## config.mk

```make
export PLATFORM = sky130hd
export DESIGN_NAME = sxr_div
export DESIGN_NICKNAME = d
export VERILOG_FILES = /design/src/hw/rtl/sxr_pkg.sv /design/src/hw/rtl/sxr_div.sv
export SDC_FILE = /design/constraint.sdc
export NUM_CORES = 1
export LEC_CHECK = 0
export ABC_AREA = 1
export BUFFER_PORTS_ARGS = -buffer_cell sky130_fd_sc_hd__buf_2
export CELL_PAD_IN_SITES_DETAIL_PLACEMENT = 1
export CELL_PAD_IN_SITES_GLOBAL_PLACEMENT = 2
export CORE_AREA = 2 2 101 103
export DETAILED_ROUTE_END_ITERATION = 12
export DIE_AREA = 0 0 103 105
export PLACE_DENSITY = 0.75
export SLEW_MARGIN = 0
export SYNTH_ARGS = -nofsm -noshare
export SYNTH_HDL_FRONTEND = slang
export SYNTH_SLANG_ARGS = --single-unit
```

## constraint.sdc

```tcl
create_clock -name clk -period 1.8 [get_ports clk]
set_clock_uncertainty 0.15 [all_clocks]
set_input_delay 0.09 -clock clk [delete_from_list [all_inputs] [get_ports clk]]
set_output_delay 0.09 -clock clk [all_outputs]
set_load 0.01 [all_outputs]
```

## src/hw/rtl/sxr_pkg.sv

```systemverilog
// ============================================================================
// sxr_pkg: shared definitions for the strip crosstalk redistribution block
// Widths, constants and the structs that travel between the front part, the
// back part, the strip store and the divider.
// ============================================================================
package sxr_pkg;

    // Largest number of strips in one event.
    localparam int MAX_STRIPS = 64;

    // Field widths.
    localparam int CHARGE_W = 24;
    localparam int POS_W    = 16;
    localparam int PCT_W    = 7;

    // Strip index within one bank, strip count, and store address (bank + index).
    localparam int IDX_W  = $clog2(MAX_STRIPS);
    localparam int CNT_W  = $clog2(MAX_STRIPS + 1);
    localparam int ADDR_W = IDX_W + 1;

    // Divider and product widths: peak * percent fits in DIV_W bits.
    localparam int DIV_W      = CHARGE_W + PCT_W;
    localparam int DVSR_W     = (PCT_W > CNT_W) ? PCT_W : CNT_W;
    localparam int DIV_STEP_W = $clog2(DIV_W);

    // Division by 100 as a multiply by the rounded-up reciprocal of 100 scaled
    // by 2^37, followed by a right shift of 37. Exact for dividends below 2^32.
    localparam int                 RECIP_W         = 32;
    localparam int                 PCT_RECIP_SHIFT = 37;
    localparam logic [RECIP_W-1:0] PCT_RECIP       = 32'h51EB_851F;

    // Event queue between the front and back parts, one entry per store bank.
    localparam int Q_DEPTH = 2;
    localparam int QPTR_W  = $clog2(Q_DEPTH);
    localparam int QCNT_W  = $clog2(Q_DEPTH + 1);

    // Percent limits.
    localparam logic [PCT_W-1:0] PCT_FULL   = PCT_W'(100);
    localparam logic [PCT_W-1:0] LEAK_RESET = PCT_W'(1);

    localparam logic [CHARGE_W-1:0] CHARGE_MAX = '1;

    // Configuration port.
    localparam int APB_ADDR_W = 3;
    localparam int APB_DATA_W = 32;
    localparam logic [APB_ADDR_W-1:0] REG_LEAK_ADDR = APB_ADDR_W'(0);

    // One stored strip.
    typedef struct packed {
        logic [CHARGE_W-1:0] charge;
        logic [POS_W-1:0]    pos_x;
        logic [POS_W-1:0]    pos_y;
    } strip_t;

    // Store write port.
    typedef struct packed {
        logic              en;
        logic [ADDR_W-1:0] addr;
        strip_t            data;
    } store_wr_t;

    // Store read port.
    typedef struct packed {
        logic              en;
        logic [ADDR_W-1:0] addr;
    } store_rd_t;

    // A closed event, ready for emission.
    typedef struct packed {
        logic                bank;
        logic [CNT_W-1:0]    cnt;
        logic [CHARGE_W-1:0] peak;
        logic [CHARGE_W-1:0] loss;
        logic [CHARGE_W-1:0] share;
    } evt_desc_t;

    // Divider request and response.
    typedef struct packed {
        logic              start;
        logic [DIV_W-1:0]  dividend;
        logic [DVSR_W-1:0] divisor;
    } div_req_t;

    typedef struct packed {
        logic             done;
        logic [DIV_W-1:0] quotient;
    } div_rsp_t;

    // Front part sequencer.
    typedef enum logic [2:0] {
        F_LOAD,
        F_LOSS,
        F_LOSS_WAIT,
        F_SHARE,
        F_SHARE_WAIT,
        F_PUSH
    } front_state_t;

endpackage

```

## src/hw/rtl/sxr_div.sv

```systemverilog
// ============================================================================
// sxr_div: iterative unsigned divider
// Restoring division, one quotient bit per cycle. Used for the per-strip
// share (loss / (non-zero count - 1)).
// ============================================================================
module sxr_div (
    input  logic             clk,
    input  logic             rst_n,
    input  sxr_pkg::div_req_t req,
    output sxr_pkg::div_rsp_t rsp
);
    import sxr_pkg::*;

    logic                  busy_reg, busy_next;
    logic                  done_reg, done_next;
    logic [DIV_STEP_W-1:0] step_reg, step_next;
    logic [DIV_W-1:0]      quo_reg, quo_next;
    logic [DVSR_W-1:0]     rem_reg, rem_next;
    logic [DVSR_W-1:0]     dvsr_reg, dvsr_next;

    logic [DVSR_W:0] shifted;
    logic [DVSR_W:0] diff;
    logic            ge;

    // One restoring step: bring down the next dividend bit and try a subtract.
    assign shifted = {rem_reg, quo_reg[DIV_W-1]};
    assign diff    = shifted - {1'b0, dvsr_reg};
    assign ge      = (shifted >= {1'b0, dvsr_reg});

    // Step control.
    always_comb
    begin
        busy_next = busy_reg;
        done_next = 1'b0;
        step_next = step_reg;
        quo_next  = quo_reg;
        rem_next  = rem_reg;
        dvsr_next = dvsr_reg;
        if (req.start)
        begin
            busy_next = 1'b1;
            step_next = '0;
            quo_next  = req.dividend;
            rem_next  = '0;
            dvsr_next = req.divisor;
        end
        else if (busy_reg)
        begin
            quo_next  = {quo_reg[DIV_W-2:0], ge};
            rem_next  = ge ? diff[DVSR_W-1:0] : shifted[DVSR_W-1:0];
            step_next = step_reg + DIV_STEP_W'(1);
            if (step_reg == DIV_STEP_W'(DIV_W - 1))
            begin
                busy_next = 1'b0;
                done_next = 1'b1;
            end
        end
    end

    // Control registers.
    always_ff @(posedge clk or negedge rst_n)
    begin
        if (!rst_n)
        begin
            busy_reg <= 1'b0;
            done_reg <= 1'b0;
        end
        else
        begin
            busy_reg <= busy_next;
            done_reg <= done_next;
        end
    end

    // Datapath registers.
    always_ff @(posedge clk)
    begin
        step_reg <= step_next;
        quo_reg  <= quo_next;
        rem_reg  <= rem_next;
        dvsr_reg <= dvsr_next;
    end

    assign rsp.done     = done_reg;
    assign rsp.quotient = quo_reg;

`ifndef ASSERT_OFF
    // A new division is only started once the previous one has finished.
    a_start_idle: assert property (@(posedge clk) disable iff (!rst_n)
        req.start |-> !busy_reg)
        else $error("divider started while busy");
`endif

endmodule

```

==> metrics.yaml <==
setup_path:
  setup.worst_path.class: "flop to flop"
  rr_worst_depth: 11
  worst_ep_arrival_time_ps: 1960
  reg2reg_to: "rem_reg[5]"
  crit_fanout: 8
  r2r_setup_slack_ps: -50
  cp.required_ps: 1920
  crit_path_end: "rem_reg[5]"
  end_kind: "flop"
  startpoint: "dvsr_reg[0]"
  reg2reg_from: "dvsr_reg[0]"
  worstSetupStartpointType: "flop"
layout:
  nets: 471
  largest_reg_flops: 31
  regArea_mm2: 0.001431
  fillCellCount: 1175
  drive_gt1_frac: 0.2922
  area_delta_synth_final_pct: 46.23
  antenna_cells: 0
  multi_input_area_mm2: 0.001070
  stdcell_count: 554
synth:
  yosysMostFrequentCell: "nand2_1"
  ys_types: 28
  yosysTopAreaCell: "edfxtp_1"
  synth_edf_count: 38
  syn_avg_cell_area_um2: 8.809
  synthFlopType: "edfxtp_1"
  ys_seq_area_frac: 0.5527
  yosys_warnings: 0
  ys_ff_latch: 52
  synth_fp_nets: 345
  syn_inst: 294
  synth_area_leaders: "edfxtp_1, nand2_1, dfxtp_1"
  synthArstFlopShare: 0.03846
  synthesis.area_mm2: 0.002590
  ys_top_cells_by_count: "nand2_1, edfxtp_1, inv_1"
  synth_top_area_share: 0.4406
sta:
  setup_viol: 8
  hold_violations: 0
  whs_ps: 305.4
  fmax_ghz: 0.5418
  fin_crit_sh: 1.025
  tightest_slew_ps: 329.3
  min_period_ps: 1846
  relSlewSlack: 0.7802
  slew_violations: 0
  rsz0062_at_grt: "yes"
  timing.final.ws_setup_ps: -45.74
detailed_routing:
  first_pass_iters: 4
  ant_nets: 0
  drtIter0Drc: 76
  routed_via_density: 4.253
  dr_total_vias: 2356
  wl_um: 7207
  wl_per_cell_um: 13.01
  drcViolationCount: 0
grt:
  antenna_found_initial: 0
  grt-ovfl-total: 0
  grtUsageTotal: 0.1397
  grt_pass1_wl_um: 12060
  grt_max_degree: 33
  grt_pass1_vias: 2514
power:
  p_leak_uw: 0.001853
  peakVddDrop_v: 0.0003350
  powerDensity_mw_per_mm2: 973.4
floorplan:
  die-area_mm2: 0.01082
  pin_count: 73
  initial_core_util: 0.2687
  fp-row-count: 36
  die_x_um: 103
  core-area_mm2: 0.009639
  die_h_um: 105
placed_design:
  io_buffer_count: 72
  hpwl_um: 5005
  dp_cells: 498
  pre_cts_slack_ps: -136.3
  gp_congestion: 0.7681
clocking:
  numCtsBuffers: 5
  clockBufferDepth: 2
  clock_sinks: 52
  cts_tree: "yes"
  cts_root_buf: "clkbuf_8"
  clock_latency_ps: 310
  ctsHtreeMaxLevel: 2
  clk_pin_slew_ps: 100
run_status:
  status: "complete, but fails checks"
  violations: "negative setup slack"
min_path:
  hp-class: "flop to flop"
run:
  drv_cap: 0
==> metal layers <==
layer	global-route usage	part of all wire
met5	0	0
met4	0.02538	0.0068
met3	0.03612	0.049
met2	0.2384	0.51
met1	0.1780	0.44
==> stage by stage <==
step           total power, uW    util  setup TNS [ps]  cell area (um^2)
4_1_cts                   3650  0.3879          -388.0              3739
5_1_grt                   3956  0.3929           -1288              3787
2_1_floorplan             2319       -          -26.90              2606
6_report                  3686  0.3929          -287.2              3787
3_3_place_gp              2659  0.3283          -234.9              3164
3_5_place_dp              2678  0.3283          -996.7              3164
==> what timing repair did <==
item	CTS	global route
setup buffers	4	3
endpoints found under the setup margin	8	8
gates resized for setup	7	6
gates cloned	0	0
hold buffers	41	0
pin swaps	2	3
hold endpoints to repair	44	0
==> worst min path at each step <==
| stage | startpoint | to | slack [ps] | cells past startpoint |
|---|---|---|---|---|
| final | step_reg[4] | step_reg[4] | 310 | 1 |
| after global routing | step_reg[4] | step_reg[4] | 320 | 1 |
| after CTS | step_reg[4] | step_reg[4] | 310 | 1 |
| after detailed placement | rst_n | done_reg | -270 | 1 |
| after global placement | rst_n | done_reg | -270 | 1 |
| after floorplan | rst_n | busy_reg | -360 | 0 |
==> cell usage in the layout (no fill, tap or decap), drive strengths merged <==
| cell | count |
|---|---|
| clkbuf | 6 |
| nand2 | 139 |
| inv | 29 |
| nor3 | 2 |
| ha | 9 |
| edfxtp | 38 |
| xor2 | 2 |
| dfrtp | 2 |
| dlygate4sd3 | 41 |
| fa | 1 |
| bufinv | 1 |
| nand4 | 2 |
| nand3b | 5 |
| a21oi | 5 |
| dfxtp | 12 |
| nor4 | 1 |
| or2 | 1 |
| buf | 87 |
| clkinvlp | 1 |
| nor2 | 11 |
| o21ai | 5 |
| nand3 | 19 |
| a31oi | 2 |
==> worst max-delay path, stage by stage (launching register included) <==
cell      delay (ps)
edfxtp_1         430
ha_4             190
fa_2             350
inv_2             70
nand2_2           50
nand2_2           80
nand2_2           70
nand2_2           90
nand2_4           90
nand3b_1         110
nand3_1           80
nand2_1           60
==> final cells by class <==
| cell class | instances | share of cell area |
|---|---|---|
| sequential | 52 | 0.3779 |
| clock buffer | 6 | 0.01916 |
| multi-input combinational | 204 | 0.2825 |
| tap | 133 | 0.04394 |
| inverter | 29 | 0.02973 |
| timing repair buffer | 128 | 0.2365 |
| clock inverter | 2 | 0.01024 |
==> report_power, final <==
part / switching, uW / internal, uW / total, uW
clock: 408 / 421 / 829
sequential: 98.8 / 1450 / 1550
combinational: 721 / 589 / 1310
total: 1230 / 2460 / 3690
==> kinds of logic after synthesis <==
kind of cell               share of synthesized area
DFF                                           0.5527
buffers and inverters                        0.05797
AOI/OAI and AO/OA                            0.02995
and+or+nand+nor                               0.3015
adders and majority gates                    0.05121
xor gates and xnor gates                    0.006765
(Power assumes the default switching activity.)
