## src/hw/rtl/sxr_pkg.sv

```systemverilog
// ============================================================================
// sxr_pkg: shared definitions for the strip crosstalk redistribution block
// Widths, constants and the structs that travel between the front part, the
// back part, the strip store and the divider.
// ============================================================================
package sxr_pkg;

    // Largest number of strips in one event.
    localparam int MAX_STRIPS = 64;

    // Field widths.
    localparam int CHARGE_W = 24;
    localparam int POS_W    = 16;
    localparam int PCT_W    = 7;

    // Strip index within one bank, strip count, and store address (bank + index).
    localparam int IDX_W  = $clog2(MAX_STRIPS);
    localparam int CNT_W  = $clog2(MAX_STRIPS + 1);
    localparam int ADDR_W = IDX_W + 1;

    // Divider and product widths: peak * percent fits in DIV_W bits.
    localparam int DIV_W      = CHARGE_W + PCT_W;
    localparam int DVSR_W     = (PCT_W > CNT_W) ? PCT_W : CNT_W;
    localparam int DIV_STEP_W = $clog2(DIV_W);

    // Division by 100 as a multiply by the rounded-up reciprocal of 100 scaled
    // by 2^37, followed by a right shift of 37. Exact for dividends below 2^32.
    localparam int                 RECIP_W         = 32;
    localparam int                 PCT_RECIP_SHIFT = 37;
    localparam logic [RECIP_W-1:0] PCT_RECIP       = 32'h51EB_851F;

    // Event queue between the front and back parts, one entry per store bank.
    localparam int Q_DEPTH = 2;
    localparam int QPTR_W  = $clog2(Q_DEPTH);
    localparam int QCNT_W  = $clog2(Q_DEPTH + 1);

    // Percent limits.
    localparam logic [PCT_W-1:0] PCT_FULL   = PCT_W'(100);
    localparam logic [PCT_W-1:0] LEAK_RESET = PCT_W'(1);

    localparam logic [CHARGE_W-1:0] CHARGE_MAX = '1;

    // Configuration port.
    localparam int APB_ADDR_W = 3;
    localparam int APB_DATA_W = 32;
    localparam logic [APB_ADDR_W-1:0] REG_LEAK_ADDR = APB_ADDR_W'(0);

    // One stored strip.
    typedef struct packed {
        logic [CHARGE_W-1:0] charge;
        logic [POS_W-1:0]    pos_x;
        logic [POS_W-1:0]    pos_y;
    } strip_t;

    // Store write port.
    typedef struct packed {
        logic              en;
        logic [ADDR_W-1:0] addr;
        strip_t            data;
    } store_wr_t;

    // Store read port.
    typedef struct packed {
        logic              en;
        logic [ADDR_W-1:0] addr;
    } store_rd_t;

    // A closed event, ready for emission.
    typedef struct packed {
        logic                bank;
        logic [CNT_W-1:0]    cnt;
        logic [CHARGE_W-1:0] peak;
        logic [CHARGE_W-1:0] loss;
        logic [CHARGE_W-1:0] share;
    } evt_desc_t;

    // Divider request and response.
    typedef struct packed {
        logic              start;
        logic [DIV_W-1:0]  dividend;
        logic [DVSR_W-1:0] divisor;
    } div_req_t;

    typedef struct packed {
        logic             done;
        logic [DIV_W-1:0] quotient;
    } div_rsp_t;

    // Front part sequencer.
    typedef enum logic [2:0] {
        F_LOAD,
        F_LOSS,
        F_LOSS_WAIT,
        F_SHARE,
        F_SHARE_WAIT,
        F_PUSH
    } front_state_t;

endpackage

```

## src/hw/rtl/sxr_front.sv

```systemverilog
// ============================================================================
// sxr_front: strip intake
// Writes incoming strips into the current store bank, tracks the peak charge
// and the non-zero count, and on close scales the peak loss with a reciprocal
// multiply and divides out the share before handing the event to the back part.
// ============================================================================
module sxr_front (
    input  logic                          clk,
    input  logic                          rst_n,
    input  logic [sxr_pkg::CHARGE_W-1:0]  charge,
    input  logic [sxr_pkg::POS_W-1:0]     pos_x,
    input  logic [sxr_pkg::POS_W-1:0]     pos_y,
    input  logic                          last,
    input  logic                          in_valid,
    output logic                          in_ready,
    input  logic [sxr_pkg::PCT_W-1:0]     leak_percent,
    input  logic                          q_full,
    output logic                          evt_push,
    output sxr_pkg::evt_desc_t            evt,
    output sxr_pkg::store_wr_t            wr,
    output sxr_pkg::div_req_t             div_req,
    input  sxr_pkg::div_rsp_t             div_rsp
);
    import sxr_pkg::*;

    front_state_t        state_reg, state_next;
    logic                bank_reg, bank_next;
    logic [CNT_W-1:0]    fill_reg, fill_next;
    logic [CNT_W-1:0]    nz_reg, nz_next;
    logic [CHARGE_W-1:0] peak_reg, peak_next;
    logic [CHARGE_W-1:0] loss_reg, loss_next;
    logic [CHARGE_W-1:0] share_reg, share_next;
    logic [DIV_W-1:0]    prod_reg, prod_next;

    logic                     accept;
    logic [CNT_W-1:0]         fill_inc;
    logic [PCT_W-1:0]         pct_clamp;
    logic [DIV_W-1:0]         loss_prod;
    logic [DIV_W+RECIP_W-1:0] loss_scaled;

    // Intake is open while loading and a store bank is free.
    assign in_ready = (state_reg == F_LOAD) && !q_full;
    assign accept   = in_valid && in_ready;
    assign fill_inc = fill_reg + CNT_W'(1);

    // Percentages above full scale act as full scale.
    assign pct_clamp = (leak_percent > PCT_FULL) ? PCT_FULL : leak_percent;
    assign loss_prod = {{PCT_W{1'b0}}, peak_reg} * {{CHARGE_W{1'b0}}, pct_clamp};

    // Registered product divided by 100 through the reciprocal.
    assign loss_scaled = {{RECIP_W{1'b0}}, prod_reg} * {{DIV_W{1'b0}}, PCT_RECIP};

    // Store write of the accepted strip.
    assign wr.en   = accept;
    assign wr.addr = {bank_reg, fill_reg[IDX_W-1:0]};
    assign wr.data = '{charge: charge, pos_x: pos_x, pos_y: pos_y};

    // Event descriptor handed to the back part.
    assign evt = '{bank: bank_reg, cnt: fill_reg, peak: peak_reg,
                   loss: loss_reg, share: share_reg};

    // Sequencer: load, scale the loss, divide out a share if nz > 1, hand over.
    always_comb
    begin
        state_next       = state_reg;
        bank_next        = bank_reg;
        fill_next        = fill_reg;
        nz_next          = nz_reg;
        peak_next        = peak_reg;
        loss_next        = loss_reg;
        share_next       = share_reg;
        prod_next        = prod_reg;
        evt_push         = 1'b0;
        div_req.start    = 1'b0;
        div_req.dividend = '0;
        div_req.divisor  = '0;
        unique case (state_reg)
            F_LOAD:
            begin
                if (accept)
                begin
                    peak_next = (charge > peak_reg) ? charge : peak_reg;
                    nz_next   = nz_reg + CNT_W'(charge != '0);
                    fill_next = fill_inc;
                    if (last || (fill_inc == CNT_W'(MAX_STRIPS)))
                    begin
                        state_next = F_LOSS;
                    end
                end
            end
            F_LOSS:
            begin
                prod_next  = loss_prod;
                state_next = F_LOSS_WAIT;
            end
            F_LOSS_WAIT:
            begin
                loss_next = loss_scaled[PCT_RECIP_SHIFT +: CHARGE_W];
                if (nz_reg > CNT_W'(1))
                begin
                    state_next = F_SHARE;
                end
                else
                begin
                    share_next = '0;
                    state_next = F_PUSH;
                end
            end
            F_SHARE:
            begin
                div_req.start    = 1'b1;
                div_req.dividend = {{PCT_W{1'b0}}, loss_reg};
                div_req.divisor  = DVSR_W'(nz_reg - CNT_W'(1));
                state_next       = F_SHARE_WAIT;
            end
            F_SHARE_WAIT:
            begin
                if (div_rsp.done)
                begin
                    share_next = div_rsp.quotient[CHARGE_W-1:0];
                    state_next = F_PUSH;
                end
            end
            F_PUSH:
            begin
                // A bank was free when the event started, so the queue has room.
                evt_push   = 1'b1;
                bank_next  = !bank_reg;
                fill_next  = '0;
                nz_next    = '0;
                peak_next  = '0;
                state_next = F_LOAD;
            end
            default:
            begin
                state_next = F_LOAD;
            end
        endcase
    end

    // Control state.
    always_ff @(posedge clk or negedge rst_n)
    begin
        if (!rst_n)
        begin
            state_reg <= F_LOAD;
            bank_reg  <= 1'b0;
            fill_reg  <= '0;
            nz_reg    <= '0;
            peak_reg  <= '0;
        end
        else
        begin
            state_reg <= state_next;
            bank_reg  <= bank_next;
            fill_reg  <= fill_next;
            nz_reg    <= nz_next;
            peak_reg  <= peak_next;
        end
    end

    // Loss and share results.
    always_ff @(posedge clk)
    begin
        prod_reg  <= prod_next;
        loss_reg  <= loss_next;
        share_reg <= share_next;
    end

`ifndef ASSERT_OFF
    // The divider only answers while the sequencer waits for it.
    a_div_done_wait: assert property (@(posedge clk) disable iff (!rst_n)
        div_rsp.done |-> (state_reg == F_SHARE_WAIT))
        else $error("divider result arrived outside a wait state");
`endif

endmodule

```

## config.mk

```make
export PLATFORM = sky130hd
export DESIGN_NAME = sxr_front
export DESIGN_NICKNAME = d
export VERILOG_FILES = /design/src/hw/rtl/sxr_pkg.sv /design/src/hw/rtl/sxr_front.sv
export SDC_FILE = /design/constraint.sdc
export NUM_CORES = 2
export LEC_CHECK = 0
export ABC_AREA = 1
export BUFFER_PORTS_ARGS = -buffer_cell sky130_fd_sc_hd__buf_2
export CAP_MARGIN = 20
export CORE_MARGIN = 2
export CORE_UTILIZATION = 55
export CTS_CLUSTER_DIAMETER = 120
export DETAILED_ROUTE_END_ITERATION = 12
export HOLD_SLACK_MARGIN = 0.08
export PLACE_DENSITY = 0.86
export SYNTH_ARGS = -nofsm -noshare
export SYNTH_HDL_FRONTEND = slang
export SYNTH_SLANG_ARGS = --single-unit
```

## constraint.sdc

```tcl
create_clock -name clk -period 7.46 [get_ports clk]
set_input_delay 0.373 -clock clk [delete_from_list [all_inputs] [get_ports clk]]
set_output_delay 0.373 -clock clk [all_outputs]
set_load 0.01 [all_outputs]
```

==> impl_metrics.json <==
{
  "setup_tns_ns": 0,
  "finClkSkew_ns": 0.0143,
  "r2r_setup_slack_ns": 0.71,
  "tritoncts": "yes",
  "layout.filler_cells": 4594,
  "rsz0062_at_grt": "false",
  "layout-drive-gt1-share_pct": 7.50,
  "grt_antenna_before_repair": 1,
  "yosysWarningCount": 0,
  "drt_first_iter_violations": 1819,
  "port_buffers": 206,
  "detailed_routing_iterations_pass_1": 6,
  "critical_path_type": "reg2reg",
  "slew_viols_final": 0,
  "synth-main-ff-cell": "edfxtp_1",
  "dr_total_vias": 23964,
  "post_syn_area_per_cell_um2": 8.08,
  "placement_rows": 85,
  "routed.top_layer": "met4",
  "outcome": "complete, no violations",
  "final_min_period_over_clock_period_pct": 90.5,
  "die_y_um": 238,
  "crit_required_ns": 7.68,
  "cts_resized": 0,
  "synth_enable_flop_cells": 79,
  "synth.cell_area_um2": 30100,
  "grt_first_pass_wirelength_um": 133000,
  "max_slew_margin_vs_limit_pct": 34.0,
  "globalRouteOverflowTotal": 0,
  "crit_arrival_ns": 6.97,
  "grt.total_usage_pct": 30.8,
  "synth-async-reset-ratio_pct": 34.7,
  "clk-insertion-delay-late_ns": 0.46,
  "end_kind": "register",
  "grt_max_degree": 43,
  "chipWidth_um": 238,
  "viasPerCell": 5.25,
  "min_period_ns": 6.75,
  "initial_core_util_pct": 55.8,
  "synth_cell_type_count": 46,
  "post-cts-setup-buffers": 0,
  "worstHoldPathType": "in2async",
  "final_net_count": 4896,
  "clock-root-buffer": "clkbuf_16",
  "floorplan_core_area_um2": 53900,
  "regArea_um2": 3420,
  "path_clk_slew_ns": 0.06,
  "synth.ff_latch_count": 121,
  "routabilityCongestion": 1.03,
  "met2RoutedLength_um": 38500,
  "finalHoldViolCount": 0,
  "clock_sink_count": 121,
  "holdBufCountCts": 0,
  "wire_per_inst_um": 18.2,
  "die_area_um2": 56600,
  "worstMarginPinSlew_ns": 0.991,
  "max-cap-violations": 0,
  "flip_flop_count_of_the_largest_register_after_layout": 31,
  "numCtsBuffers": 17,
  "route.antenna.remaining_nets": 0,
  "drc": 0,
  "syn-instance-count": 3723,
  "clock.fmax_mhz": 148,
  "crit_path_max_fanout": 10,
  "finalInstanceArea_um2": 31900,
  "yosysSeqAreaShare_pct": 11.4,
  "cts.htree.levels": 4,
  "ios": 285,
  "number_of_global_route_vias_before_repair": 24974,
  "post-dp-hpwl_um": 72800,
  "placed_area_um2": 31400,
  "start_kind": "register",
  "routed-wl-met3_um": 7270,
  "multi_input_area_um2": 21700,
  "max-clock-path-buffers": 2,
  "wl_met1_um": 34000,
  "drt_wl_total_um": 82900,
  "area_grow_syn2layout_pct": 6.20,
  "setup_viol": 0
}
kinds of logic (layout without fill, tap and decap cells):
group | Yosys count | count (layout) | synth area share [%]
simple gates | 1167 | 1167 | 16.0
flops | 121 | 121 | 11.4
buf+inv | 1250 | 1388 | 16.7
other cells | 1 | 8 | 0.0125
fa+ha+maj | 942 | 942 | 51.2
xor+xnor | 34 | 34 | 0.990
compound gates | 208 | 208 | 3.71
cell usage in the layout, fill, tap and decap left out, drive strengths merged:
| master | n |
|---|---|
| fa | 483 |
| nor2 | 236 |
| nand3b | 5 |
| nand2 | 742 |
| nor3 | 38 |
| edfxtp | 79 |
| nor3b | 1 |
| clkinv | 3 |
| nor4b | 1 |
| ha | 459 |
| and2 | 3 |
| and3 | 4 |
| a22o | 1 |
| o22ai | 4 |
| o21ai | 67 |
| clkbuf | 21 |
| conb | 7 |
| xor2 | 28 |
| diode | 1 |
| o21bai | 13 |
| a211oi | 1 |
| a21boi | 2 |
| or4 | 4 |
| inv | 1141 |
| o21a | 2 |
| nand3 | 106 |
| xnor2 | 6 |
| nand4 | 21 |
| a21oi | 110 |
| nor4 | 6 |
| a21o | 6 |
| a31oi | 1 |
| buf | 221 |
| clkinvlp | 2 |
| dfrtp | 42 |
| o2111ai | 1 |
metrics by stage:
step	utilization (%)	hold slack, ns	instances	setup WS [ns]
after CTS	59.2	0.0834	4563	0.840
after global routing	59.2	0.147	4564	0.464
final	59.2	0.0625	4564	0.706
after global placement	58.2	0.488	4530	0.939
after detailed placement	58.2	0.506	4531	0.897
after floorplan	-	0.0774	3729	1.55
Yosys cell counts, drive strengths merged (13+ instances only):
cell    number  share of area [%]
nand3      106                1.8
nand2      742                9.3
fa         483                 32
a21oi      110                1.8
edfxtp      79                7.9
xor2        28               0.82
ha         459                 19
clkbuf      26               0.32
o21ai       67                1.1
dfrtp       42                3.5
inv       1134                 14
buf         89                2.2
nor2       236                3.1
o21bai      13               0.32
nand4       21               0.44
nor3        38               0.73
path summary, 6_finish.rpt:
kind	startpoint	endpoint	depth (start not counted)
worst max-delay path	prod_reg[2]$_DFFE_PP_	loss_reg[15]$_DFFE_PN_	22
worst min-delay path	rst_n	peak_reg[17]$_DFFE_PN0P_	1
worst max register to register	prod_reg[2]$_DFFE_PP_	loss_reg[15]$_DFFE_PN_	22
worst min register to register	bank_reg$_DFFE_PN0P_	bank_reg$_DFFE_PN0P_	1
max in group asynchronous	rst_n	nz_reg[5]$_DFFE_PN0P_	1
min in group clk	div_rsp[17]	share_reg[17]$_SDFFCE_PP0P_	3
critical path, stage by stage (launching register included):
cell and delay, ns:
edfxtp_1 0.91, inv_1 0.15, fa_1 0.60, inv_1 0.06
ha_1 0.23, fa_1 0.36, inv_1 0.07, fa_1 0.41
inv_1 0.10, fa_1 0.42, fa_1 0.46, fa_1 0.50
inv_1 0.06, fa_1 0.48, inv_1 0.05, ha_1 0.30
nand2_1 0.09, nor2_1 0.30, nand2_1 0.28, nor4_1 0.34
o21ai_1 0.16, nand3_1 0.11, nand2_1 0.06
layout make-up:
type / count / share of cell area, %
Multi-Input combinational cell: 2358 / 67.8
Inverter: 1135 / 13.4
Sequential cell: 121 / 10.7
Timing Repair Buffer: 221 / 3.64
Tap cell: 696 / 2.73
Clock buffer: 21 / 1.48
Clock inverter: 11 / 0.259
Antenna cell: 1 / 0.00783
per-layer routing:
metal | global-route usage (%) | up-vias
met5 | 0 | -
met4 | 11.2 | 0
met3 | 5.73 | 162
met2 | 50.9 | 958
met1 | 40.5 | 11616
li1 | - | 11228
Power is not shown: default switching activity piles up to over one toggle a cycle in this logic, so the estimate is an artifact.
