--- src/hw/rtl/sxr_pkg.sv ---
// ============================================================================
// sxr_pkg: shared definitions for the strip crosstalk redistribution block
// Widths, constants and the structs that travel between the front part, the
// back part, the strip store and the divider.
// ============================================================================
package sxr_pkg;

    // Largest number of strips in one event.
    localparam int MAX_STRIPS = 64;

    // Field widths.
    localparam int CHARGE_W = 24;
    localparam int POS_W    = 16;
    localparam int PCT_W    = 7;

    // Strip index within one bank, strip count, and store address (bank + index).
    localparam int IDX_W  = $clog2(MAX_STRIPS);
    localparam int CNT_W  = $clog2(MAX_STRIPS + 1);
    localparam int ADDR_W = IDX_W + 1;

    // Divider and product widths: peak * percent fits in DIV_W bits.
    localparam int DIV_W      = CHARGE_W + PCT_W;
    localparam int DVSR_W     = (PCT_W > CNT_W) ? PCT_W : CNT_W;
    localparam int DIV_STEP_W = $clog2(DIV_W);

    // Division by 100 as a multiply by the rounded-up reciprocal of 100 scaled
    // by 2^37, followed by a right shift of 37. Exact for dividends below 2^32.
    localparam int                 RECIP_W         = 32;
    localparam int                 PCT_RECIP_SHIFT = 37;
    localparam logic [RECIP_W-1:0] PCT_RECIP       = 32'h51EB_851F;

    // Event queue between the front and back parts, one entry per store bank.
    localparam int Q_DEPTH = 2;
    localparam int QPTR_W  = $clog2(Q_DEPTH);
    localparam int QCNT_W  = $clog2(Q_DEPTH + 1);

    // Percent limits.
    localparam logic [PCT_W-1:0] PCT_FULL   = PCT_W'(100);
    localparam logic [PCT_W-1:0] LEAK_RESET = PCT_W'(1);

    localparam logic [CHARGE_W-1:0] CHARGE_MAX = '1;

    // Configuration port.
    localparam int APB_ADDR_W = 3;
    localparam int APB_DATA_W = 32;
    localparam logic [APB_ADDR_W-1:0] REG_LEAK_ADDR = APB_ADDR_W'(0);

    // One stored strip.
    typedef struct packed {
        logic [CHARGE_W-1:0] charge;
        logic [POS_W-1:0]    pos_x;
        logic [POS_W-1:0]    pos_y;
    } strip_t;

    // Store write port.
    typedef struct packed {
        logic              en;
        logic [ADDR_W-1:0] addr;
        strip_t            data;
    } store_wr_t;

    // Store read port.
    typedef struct packed {
        logic              en;
        logic [ADDR_W-1:0] addr;
    } store_rd_t;

    // A closed event, ready for emission.
    typedef struct packed {
        logic                bank;
        logic [CNT_W-1:0]    cnt;
        logic [CHARGE_W-1:0] peak;
        logic [CHARGE_W-1:0] loss;
        logic [CHARGE_W-1:0] share;
    } evt_desc_t;

    // Divider request and response.
    typedef struct packed {
        logic              start;
        logic [DIV_W-1:0]  dividend;
        logic [DVSR_W-1:0] divisor;
    } div_req_t;

    typedef struct packed {
        logic             done;
        logic [DIV_W-1:0] quotient;
    } div_rsp_t;

    // Front part sequencer.
    typedef enum logic [2:0] {
        F_LOAD,
        F_LOSS,
        F_LOSS_WAIT,
        F_SHARE,
        F_SHARE_WAIT,
        F_PUSH
    } front_state_t;

endpackage

--- src/hw/rtl/sxr_back.sv ---
// ============================================================================
// sxr_back: strip emission
// Holds closed events in a two-entry queue, reads their strips back from the
// store in order, applies the crosstalk correction and drives the result
// through an output register.
// ============================================================================
module sxr_back (
    input  logic                          clk,
    input  logic                          rst_n,
    input  logic                          evt_push,
    input  sxr_pkg::evt_desc_t            evt,
    output logic                          q_full,
    output sxr_pkg::store_rd_t            rd,
    input  sxr_pkg::strip_t               rd_data,
    output logic [sxr_pkg::CHARGE_W-1:0]  out_charge,
    output logic [sxr_pkg::POS_W-1:0]     out_x,
    output logic [sxr_pkg::POS_W-1:0]     out_y,
    output logic                          out_last,
    output logic                          out_valid,
    input  logic                          out_ready
);
    import sxr_pkg::*;

    // Event queue.
    evt_desc_t         q_mem_reg [0:Q_DEPTH-1];
    logic [QPTR_W-1:0] wr_ptr_reg;
    logic [QPTR_W-1:0] rd_ptr_reg;
    logic [QCNT_W-1:0] q_cnt_reg;
    evt_desc_t         head;
    logic              q_empty;
    logic              pop;

    // Read sequencing.
    logic [IDX_W-1:0] idx_reg;
    logic             rd_pend_reg;
    logic             rd_last_reg;
    logic             issue;
    logic             idx_is_last;

    // Correction datapath and output register.
    logic [CHARGE_W:0]   sum;
    logic [CHARGE_W-1:0] corr;
    logic [CHARGE_W-1:0] out_charge_reg;
    logic [POS_W-1:0]    out_x_reg;
    logic [POS_W-1:0]    out_y_reg;
    logic                out_last_reg;
    logic                out_valid_reg;

    assign head    = q_mem_reg[rd_ptr_reg];
    assign q_empty = (q_cnt_reg == '0);
    assign q_full  = (q_cnt_reg == QCNT_W'(Q_DEPTH));

    // A read is issued only when its result has a free output slot.
    assign idx_is_last = ((CNT_W'(idx_reg) + CNT_W'(1)) == head.cnt);
    assign issue = !q_empty && !rd_pend_reg && (!out_valid_reg || out_ready);
    assign pop   = rd_pend_reg && rd_last_reg;

    assign rd.en   = issue;
    assign rd.addr = {head.bank, idx_reg};

    // Queue pointers; the head entry is kept until its last strip is read.
    always_ff @(posedge clk or negedge rst_n)
    begin
        if (!rst_n)
        begin
            wr_ptr_reg <= '0;
            rd_ptr_reg <= '0;
            q_cnt_reg  <= '0;
        end
        else
        begin
            if (evt_push)
            begin
                wr_ptr_reg <= wr_ptr_reg + QPTR_W'(1);
            end
            if (pop)
            begin
                rd_ptr_reg <= rd_ptr_reg + QPTR_W'(1);
            end
            if (evt_push && !pop)
            begin
                q_cnt_reg <= q_cnt_reg + QCNT_W'(1);
            end
            else if (pop && !evt_push)
            begin
                q_cnt_reg <= q_cnt_reg - QCNT_W'(1);
            end
        end
    end

    // Queue storage.
    always_ff @(posedge clk)
    begin
        if (evt_push)
        begin
            q_mem_reg[wr_ptr_reg] <= evt;
        end
    end

    // Strip index and read tracking.
    always_ff @(posedge clk or negedge rst_n)
    begin
        if (!rst_n)
        begin
            idx_reg     <= '0;
            rd_pend_reg <= 1'b0;
            rd_last_reg <= 1'b0;
        end
        else
        begin
            rd_pend_reg <= issue;
            if (issue)
            begin
                rd_last_reg <= idx_is_last;
                idx_reg     <= idx_is_last ? '0 : idx_reg + IDX_W'(1);
            end
        end
    end

    // Crosstalk correction: peak strips lose, zero strips stay, others gain.
    assign sum = {1'b0, rd_data.charge} + {1'b0, head.share};
    always_comb
    begin
        if (rd_data.charge == head.peak)
        begin
            corr = head.peak - head.loss;
        end
        else if (rd_data.charge == '0)
        begin
            corr = '0;
        end
        else if (sum[CHARGE_W])
        begin
            corr = CHARGE_MAX;
        end
        else
        begin
            corr = sum[CHARGE_W-1:0];
        end
    end

    // Output valid.
    always_ff @(posedge clk or negedge rst_n)
    begin
        if (!rst_n)
        begin
            out_valid_reg <= 1'b0;
        end
        else if (rd_pend_reg)
        begin
            out_valid_reg <= 1'b1;
        end
        else if (out_ready)
        begin
            out_valid_reg <= 1'b0;
        end
    end

    // Output payload.
    always_ff @(posedge clk)
    begin
        if (rd_pend_reg)
        begin
            out_charge_reg <= corr;
            out_x_reg      <= rd_data.pos_x;
            out_y_reg      <= rd_data.pos_y;
            out_last_reg   <= rd_last_reg;
        end
    end

    assign out_charge = out_charge_reg;
    assign out_x      = out_x_reg;
    assign out_y      = out_y_reg;
    assign out_last   = out_last_reg;
    assign out_valid  = out_valid_reg;

`ifndef ASSERT_OFF
    // The front part never hands over an event with both banks in use.
    a_no_overflow: assert property (@(posedge clk) disable iff (!rst_n)
        evt_push |-> !q_full)
        else $error("event queue overflow");

    // Read data always belongs to a queued event.
    a_read_has_event: assert property (@(posedge clk) disable iff (!rst_n)
        rd_pend_reg |-> !q_empty)
        else $error("store read without a queued event");

    // Returning read data always finds the output register free.
    a_out_free: assert property (@(posedge clk) disable iff (!rst_n)
        rd_pend_reg |-> !out_valid_reg)
        else $error("read data would overwrite a waiting result");
`endif

endmodule

--- config.mk ---
export PLATFORM = sky130hd
export DESIGN_NAME = sxr_back
export DESIGN_NICKNAME = d
export VERILOG_FILES = /design/src/hw/rtl/sxr_pkg.sv /design/src/hw/rtl/sxr_back.sv
export SDC_FILE = /design/constraint.sdc
export NUM_CORES = 1
export LEC_CHECK = 0
export ABC_AREA = 1
export BUFFER_PORTS_ARGS = -buffer_cell sky130_fd_sc_hd__buf_2
export CAP_MARGIN = 5
export CORE_MARGIN = 1.5
export CORE_UTILIZATION = 45
export DETAILED_ROUTE_END_ITERATION = 16
export PLACE_DENSITY = 0.66
export SYNTH_ARGS = -nofsm -noshare
export SYNTH_HDL_FRONTEND = slang
export SYNTH_SLANG_ARGS = --single-unit
export TNS_END_PERCENT = 1
--- constraint.sdc ---
create_clock -name clk -period 6.1 [get_ports clk]
set_clock_uncertainty 0.05 [all_clocks]
set_input_delay 1.22 -clock clk [delete_from_list [all_inputs] [get_ports clk]]
set_output_delay 1.22 -clock clk [all_outputs]
set_load 0.01 [all_outputs]
==> results of run 1 <==
cell usage after synthesis:
cell	number	area [um2]
a21o_1	2	15.0
a21oi_1	51	255
a31oi_1	1	6.26
and2_1	2	12.5
buf_1	2	7.51
buf_2	13	65.1
buf_4	3	22.5
clkbuf_1	5	18.8
dfrtp_1	13	325
edfxtp_1	217	6520
fa_1	2	40.0
ha_1	49	613
inv_1	152	571
inv_2	3	11.3
mux2i_1	22	220
nand2_1	531	1990
nand3_1	95	475
nand3b_1	3	22.5
nand4_1	20	125
nor2_1	82	308
nor2_2	1	6.26
nor3_1	8	40.0
nor4_1	3	18.8
o21ai_0	29	145
o21ai_1	2	10.0
o21bai_1	3	22.5
or2_2	9	56.3
xnor2_1	13	114
xor2_1	21	184
kinds of logic after synthesis:
logic type / after synthesis
XOR/XNOR: 34
AND/OR/NAND/NOR: 754
flip-flops: 230
multiplexers: 22
buffers and inverters: 178
AO/OA/AOI/OAI: 88
adder cells (fa/ha/maj): 51
worst max-delay path, cell delays in order, from the launching register on:
cell and delay [ns]:
dfrtp_2 0.44, inv_2 0.50, buf_4 0.40, nand2_1 0.08
nand2_1 0.10, ha_1 0.31, a21oi_1 0.39, o21ai_0 0.20
a21oi_1 0.18, nand2_1 0.07, nor2_1 0.09, buf_4 0.28
nand3_1 0.13, nand2_1 0.12, nand2_1 0.10
metal layers:
metal / track usage / up-vias / share of wire
met2: 0.396 / 373 / 0.46
met4: 0.0764 / 4 / 0.028
li1: - / 4919 / -
met5: 0 / - / 0.00085
met3: 0.0454 / 63 / 0.077
met1: 0.326 / 4548 / 0.44
area by class of cell:
class,instances,area (um2),share of cell area
Sequential cell,230,6840,0.473
Clock inverter,16,189,0.0131
Multi-Input combinational cell,949,4690,0.324
Inverter,155,582,0.0402
Antenna cell,2,5.00,0.000346
Tap cell,341,427,0.0295
Clock buffer,29,641,0.0443
Timing Repair Buffer,213,1080,0.0749
per-stage QoR:
stage,cells,hold WS (ns),worst slack [ns]
floorplan,1357,0.397,0.918
detailed placement,1888,0.420,2.35
finish,1935,0.438,2.39
global route,1934,0.452,2.11
CTS,1933,0.435,2.49
global placement,1888,0.424,2.38
path summary, 6_finish.rpt:
kind,from,end,cells after the start
max,rd_ptr_reg,out_charge[19],14
min,rd_last_reg,out_last,0
max reg2reg,rd_ptr_reg,out_charge[19],14
min reg2reg,rd_last_reg,out_last,0
max in group asynchronous,rst_n,rd_pend_reg,1
min in group asynchronous,rst_n,idx_reg[2],1
power by group:
group	internal (mW)	total (mW)	switching, mW
sequential	2.25	2.38	0.133
clock	0.921	1.53	0.611
combinational	1.20	3.77	2.57
==> run summary, run 1 <==
post-synthesis net count = 1548
overall power = 7.68 mW
global-route wire length before repair = 51900 um
critical path data required time = 6.32 ns
most frequent cells in the layout = nand2_1 (531), edfxtp_1 (217), buf_2 (206)
syn_area_per_cell = 9.01 um2
TNS Setup = 0 ns
Sink Count = 230
largest family of logic cells by synthesized area = simple AND/OR/NAND/NOR gates
post-route ant nets = 0
Synth Area in Compound Gates = 0.0372
RSZ-0062 raised after global routing = no
clk root buf = clkbuf_16
router iterations before antenna repair = 6
layout cells sized above 1 = 0.168
Pleak = 6.73 nW
endpoint type of the worst setup path = flop
Netlist cell types = 29
crit path kind = reg2reg
Rows = 60
Core Util, Final = 0.540
Clock Tree Buf Depth = 3
total track usage = 0.241
DR iter-0 viols = 755
initial antenna violation count = 5
mux contribution to synthesized area = 0.0180
Clk Latency, worst-skew pair = 0.53 ns
Power Density = 531 mW/mm2
Starting Density = 0.456
Placed Instance Area = 0.0136 mm2
CP max FO = 39
GRT overflow = 0
Vias/cell = 5.12
Die Y = 168 um
drt total wl = 34200 um
Final HPWL DP = 26700 um
Max Cap Viol = 0
largest net degree at the start of global routing = 82
Fin. Hold Viols = 0
f_max = 0.270 GHz
register area share after synthesis = 0.560
CP Launch Type = flop
final net count = 1765
Fill cells = 2487
Relative slew margins = 0.310
vias in the first global route = 9452
Post-CTS Resized = 0
area grow syn2layout = 18.3%
DR DRC count = 0
Inserted Clock Buffers = 25
Mapped Area = 0.0122 mm2
CTS clk-pin slew, worst paths = 0.06 ns
PortBufs = 206
Peak VDD IR = 0.388 mV
final instance area = 0.0145 mm2
status = complete, no violations
worst reg-to-reg setup slack = 2.39 ns
CORE AREA = 0.0268 mm2
drt wl/cell = 17.6 um
Finish-stage setup viols = 0
register bit total from synthesis = 230
Slew Limit Fails = 0
Largest register FFs = 160
Post-CTS Hold Buffers = 0
final clock period utilization by the worst path = 0.608
htree depth = 1
total vias in the final route = 9907
most common cell after layout, fill and taps aside = nand2_1
IO Count = 207
die width = 168 um
CTS tree = yes
Synth Area in Simple Gates = 0.250
area of the die = 0.0282 mm2
post-synthesis xor/xnor area fraction = 0.0244
Hold Path Class = reg2reg
Worst EP arrival = 3.93 ns
Ys Warns = 0
adder-cell share of the synthesized area = 0.0534
Cells after Synth = 1357
worst slew pin tran = 1.04 ns
total setup buffers inserted after CTS = 0
GPL Wtd Cong = 0.993
Tmin final = 3.71 ns
Note: power is estimated with default switching activity, not from simulation.
==> run 2: changes to the inputs <==
--- a/config.mk
+++ b/config.mk
@@ -5,13 +5,13 @@
 export SDC_FILE = /design/constraint.sdc
 export NUM_CORES = 1
 export LEC_CHECK = 0
-export ABC_AREA = 1
+export ABC_AREA = 0
 export BUFFER_PORTS_ARGS = -buffer_cell sky130_fd_sc_hd__buf_2
 export CAP_MARGIN = 5
 export CORE_MARGIN = 1.5
 export CORE_UTILIZATION = 45
 export DETAILED_ROUTE_END_ITERATION = 16
-export PLACE_DENSITY = 0.66
+export PLACE_DENSITY = 0.67
 export SYNTH_ARGS = -nofsm -noshare
 export SYNTH_HDL_FRONTEND = slang
 export SYNTH_SLANG_ARGS = --single-unit
==> constraint.sdc (replaced) <==
create_clock -name clk -period 3.8 [get_ports clk]
set_clock_uncertainty 0.05 [all_clocks]
set_input_delay 0.76 -clock clk [delete_from_list [all_inputs] [get_ports clk]]
set_output_delay 0.76 -clock clk [all_outputs]
set_load 0.01 [all_outputs]
==> run summary, run 2 <==
crit path kind = reg2reg
Relative slew margins = 0.477
Max Cap Viol = 0
Tmin final = 3.67 ns
Sequential Area = 0.00685 mm2
Power Density = 831 mW/mm2
CP Cell Sequence = clkbuf_4, buf_4, mux2_2, ha_1, or3_1, o211a_1, a221o_2, nand3_1, a311o_1, o31a_1, nor3b_1, o32ai_1
f_max = 0.273 GHz
CP top delay family = compound AO/OA/AOI/OAI gates
Post-synth top flop = edfxtp_1
Hold Path Class = in2async
largest net degree at the start of global routing = 81
Pleak = 5.35 nW
post-synth top area share = 0.590
CP Launch Type = flop
Peak VDD IR = 0.479 mV
Post-synth EDFFs = 217
area of the die = 0.0255 mm2
IO Count = 207
die width = 160 um
most common cell after layout, fill and taps aside = edfxtp_1
Rows = 57
Largest register FFs = 160
final net count = 1219
register area share after synthesis = 0.620
Die Y = 160 um
register bit total from synthesis = 230
CTS tree = yes
drt wl/cell = 18.1 um
Non-Filler Instances = 1374
Hold WS = 0.0795 ns
DR iter-0 viols = 429
Ys Warns = 0
GRT overflow = 0
Fill cells = 2019
largest area contributor in the netlist = edfxtp_1
Finish-stage setup viols = 0
most frequent cell after synthesis = edfxtp_1
most frequent cells in the layout = edfxtp_1 (217), buf_2 (206), ha_1 (48)
Sink Count = 230
top cells by count, synth = edfxtp_1 (217), ha_1 (49), mux2_2 (46)
Starting Density = 0.456
Multi-input gate area = 0.00407 mm2
Inserted Clock Buffers = 24
Mapped Area = 0.0110 mm2
Max stage delay on crit path = 0.48 ns
critical path data required time = 3.98 ns
CTS clk-pin slew, worst paths = 0.06 ns
Vias/cell = 5.24
area grow syn2layout = 22.2%
CORE AREA = 0.0242 mm2
status = complete, no violations
Worst EP arrival = 3.85 ns
total track usage = 0.194
Slew Limit Fails = 0
CP max FO = 7
layout cells sized above 1 = 0.320
Fin. Hold Viols = 0
GPL Wtd Cong = 0.892
endpoint type of the worst setup path = flop
Cells after Synth = 786
top cells by area, synth = edfxtp_1 (59%), ha_1 (5.6%), mux2_2 (4.7%)
htree depth = 1
PortBufs = 206
WP buf/inv = 2
post-synthesis net count = 977
slowest stage cell on the critical path = dfrtp_4
post-route ant nets = 0
syn_area_per_cell = 14.0 um2
worst slew pin tran = 0.784 ns
total vias in the final route = 7206
initial antenna violation count = 7
Final HPWL DP = 18100 um
Clock Tree Buf Depth = 3
DP Cell Count = 1319
async set-reset flop share out of synthesis = 0.0565
final clock period utilization by the worst path = 0.965
vias in the first global route = 7027
router iterations before antenna repair = 5
Netlist cell types = 59
global-route wire length before repair = 38400 um
clk root buf = clkbuf_16
DR DRC count = 0
drt total wl = 24900 um
Clk Latency, worst-skew pair = 0.52 ns
run 2: cell count changes in the layout (fill, tap and decap cells not counted), sizes merged, moves of 19 or more:
cell	previous run	this run
nand2	531	30
inv	156	15
nand3	95	8
mux2	0	47
nor2	83	40
xnor2	13	36
a21oi	51	30
a21o	2	22
buf	213	233
xor2	21	41
o21ai	31	50
run 2: cells by family (layout without fill, tap and decap cells):
family | after synthesis | after routing | synth area share
other | 0 | 4 | 0
xor gates and xnor gates | 77 | 77 | 0.0611
DFF | 230 | 230 | 0.620
buffers and inverters | 34 | 294 | 0.0143
adders and majority gates | 51 | 51 | 0.0592
muxes | 80 | 80 | 0.0782
AOI/OAI and AO/OA | 179 | 179 | 0.107
and+or+nand+nor | 135 | 135 | 0.0599
run 2: stage by stage:
stage               setup slack, ns  setup TNS (ns)  power (mW)   util  area [um2]
floorplan                    -0.174           -3.20        7.41      -       11000
CTS                          0.0265               0        11.1  0.553       13400
detailed placement           0.0397               0        8.83  0.521       12600
global route                -0.0103         -0.0115        11.9  0.557       13500
finish                        0.134               0        11.2  0.558       13500
global placement              0.116               0        8.79  0.521       12600
run 2: final timing paths:
kind,startpoint,end,slack [ns],depth (start not counted)
setup reg to reg,rd_ptr_reg,out_charge[23],0.13,12
hold reg to reg,rd_pend_reg,out_valid,0.42,2
min in group clk,rd_data[21],out_x[5],0.37,1
hold / removal,rst_n,idx_reg[0],0.08,1
setup / recovery,rd_ptr_reg,out_charge[23],0.13,12
max in group asynchronous,rst_n,rd_ptr_reg,3.35,1
run 2: power by group:
part	internal [mW]	switching, mW
Combinational	2.24	2.86
Clock	1.37	0.903
Sequential	3.60	0.229
run 2: what timing repair did:
action	in CTS	in global routing
gates resized for setup	0	8
hold buffers	0	0
setup endpoints to repair	0	19
setup buffers	0	6
endpoints found under the hold margin	0	0
run 2: metal layers:
metal / up-vias / wire (um) / global-route usage
li1: 3527 / - / -
met1: 3388 / 11300 / 0.272
met2: 248 / 11200 / 0.306
met3: 39 / 1780 / 0.0445
met4: 4 / 602 / 0.0519
met5: - / 20 / 0
run 2: final cells by class:
type                    instances  area share
diodes                          4    0.000742
multi-input cells             522       0.302
flip-flops and latches        230       0.508
clock inverters                 6     0.00390
repair buffers                235      0.0975
inverters                      15     0.00418
clock buffers                  38      0.0537
well taps                     324      0.0301
==> run 3: changes to the inputs <==
--- a/config.mk
+++ b/config.mk
@@ -9,9 +9,8 @@
 export BUFFER_PORTS_ARGS = -buffer_cell sky130_fd_sc_hd__buf_2
 export CAP_MARGIN = 5
 export CORE_MARGIN = 1.5
-export CORE_UTILIZATION = 45
+export CORE_UTILIZATION = 30
 export DETAILED_ROUTE_END_ITERATION = 16
-export PLACE_DENSITY = 0.67
 export SYNTH_ARGS = -nofsm -noshare
 export SYNTH_HDL_FRONTEND = slang
 export SYNTH_SLANG_ARGS = --single-unit
==> run summary, run 3 (same netlist as run 2, synthesis figures left out) <==
Switch Pwr = 4.18 mW
CP Launch Type = flop
post-route ant nets = 0
vias in the first global route = 7226
Peak VDD IR = 0.399 mV
Rows = 70
total track usage = 0.143
IO Count = 207
initial antenna violation count = 12
Tmin final = 3.62 ns
global-route wire length before repair = 41400 um
clk root buf = clkbuf_16
Finish-stage setup viols = 0
most frequent cells in the layout = edfxtp_1 (217), buf_2 (206), ha_1 (48)
GPL Wtd Cong = 0.880
Sink Count = 230
Comb power frac = 0.449
Slew Limit Fails = 0
most common cell after layout, fill and taps aside = edfxtp_1
largest net degree at the start of global routing = 59
Starting Density = 0.303
Power Density = 837 mW/mm2
CP Cell Sequence = buf_4, mux2_2, ha_1, o21a_1, o31a_1, o311ai_1, nand2_1, a311o_1, a211oi_2, o31ai_1, xnor2_1, o22ai_1
endpoint type of the worst setup path = flop
DR DRC count = 0
Largest register FFs = 160
drt wl/cell = 18.3 um
Worst EP arrival = 3.83 ns
Int Pwr = 7.33 mW
Sequential Area = 0.00685 mm2
Non-Filler Instances = 1517
area grow syn2layout = 24.7%
f_max = 0.276 GHz
Fin. Hold Viols = 0
DR iter-0 viols = 388
critical path data required time = 4.01 ns
sw frac = 0.363
status = complete, no violations
Pleak = 5.36 nW
Max stage delay on crit path = 0.52 ns
CTS clk-pin slew, worst paths = 0.06 ns
Post-CTS Hold Buffers = 0
total vias in the final route = 7217
RSZ-0062 raised after global routing = yes
TNS Setup = 0 ns
CORE AREA = 0.0364 mm2
Multi-input gate area = 0.00411 mm2
area of the die = 0.0379 mm2
Clock Tree Buf Depth = 3
final net count = 1218
router iterations before antenna repair = 4
final clock period utilization by the worst path = 0.953
Hold Path Class = in2async
GRT overflow = 0
CTS tree = yes
crit path kind = reg2reg
Inserted Clock Buffers = 27
PortBufs = 206
drt total wl = 27800 um
worst slew pin tran = 0.778 ns
die width = 195 um
htree depth = 1
Max Cap Viol = 0
power share of the clock group = 0.215
Clk Latency, worst-skew pair = 0.56 ns
slowest stage cell on the critical path = dfrtp_4
CP max FO = 9
Fill cells = 3511
Reg power frac = 0.336
Final HPWL DP = 21100 um
layout cells sized above 1 = 0.327
Die Y = 195 um
Vias/cell = 4.76
DP Cell Count = 1463
Relative slew margins = 0.481
[run 3: cell types whose count changed in the layout (fill, tap and decap cells not counted), sizes merged, moves of 2 or more]
| cell | before | now |
|---|---|---|
| buf | 233 | 230 |
| bufinv | 1 | 3 |
| clkbuf | 40 | 31 |
| clkinv | 5 | 7 |
| clkinvlp | 0 | 3 |
| diode | 4 | 7 |
[run 3: metrics by stage]
step                      total power, mW  setup slack, ns  area, um2  utilization  hold slack, ns
final                                11.5            0.180      13800        0.378          0.0440
after floorplan                      7.41           -0.174      11000            -           0.398
after detailed placement             8.96           0.0632      12800        0.351           0.412
after CTS                            11.5           0.0115      13600        0.374          0.0367
after global placement               8.94           0.0620      12800        0.351           0.405
after global routing                 12.3          -0.0233      13700        0.377          0.0481
[run 3: repair_timing]
item | 4_1_cts | 5_1_grt
setup endpoints to repair | 0 | 21
resized for setup | 0 | 14
buffers inserted | 0 | 2
[run 3: cell type report]
| cell class | instances | share of cell area |
|---|---|---|
| Timing Repair Buffer | 231 | 0.0950 |
| Sequential cell | 230 | 0.498 |
| Antenna cell | 7 | 0.00127 |
| Clock buffer | 30 | 0.0499 |
| Inverter | 15 | 0.00409 |
| Multi-Input combinational cell | 522 | 0.299 |
| Tap cell | 468 | 0.0426 |
| Clock inverter | 14 | 0.0110 |
[run 3: path summary, 6_finish.rpt]
check                            start  depth (start not counted)             end  slack, ns
max                         rd_ptr_reg                         12  out_charge[21]       0.18
min                              rst_n                          1      rd_ptr_reg       0.04
max reg2reg                 rd_ptr_reg                         12  out_charge[21]       0.18
min reg2reg                rd_pend_reg                          2       out_valid       0.42
max in group asynchronous        rst_n                          1      rd_ptr_reg       3.38
min in group clk           rd_data[18]                          1        out_x[2]       0.33
[run 3: worst max-delay path, delay by kind of cell, from the launching register on]
family	cells	cell delay [ns]
compound gates	7	1.36
xor+xnor	1	0.20
fa+ha+maj	1	0.36
buf+inv	1	0.23
flops	1	0.52
mux	1	0.41
simple gates	1	0.18
[run 3: per-layer routing]
layer / global-route usage / share of wire / vias to the layer above / wire, um
met2: 0.231 / 0.45 / 215 / 12600
met3: 0.0420 / 0.071 / 43 / 1980
met4: 0.0431 / 0.021 / 10 / 580
met1: 0.187 / 0.45 / 3414 / 12600
li1: - / - / 3535 / -
met5: 0 / 0.0017 / - / 47
[run 3: power by group through the flow]
stage	logic (mW)	registers (mW)	clock network (mW)
floorplan	3.36	4.04	0
global placement	5.02	3.92	0
detailed placement	5.03	3.93	0
CTS	5.06	3.88	2.55
global route	5.71	3.93	2.65
finish	5.17	3.87	2.48
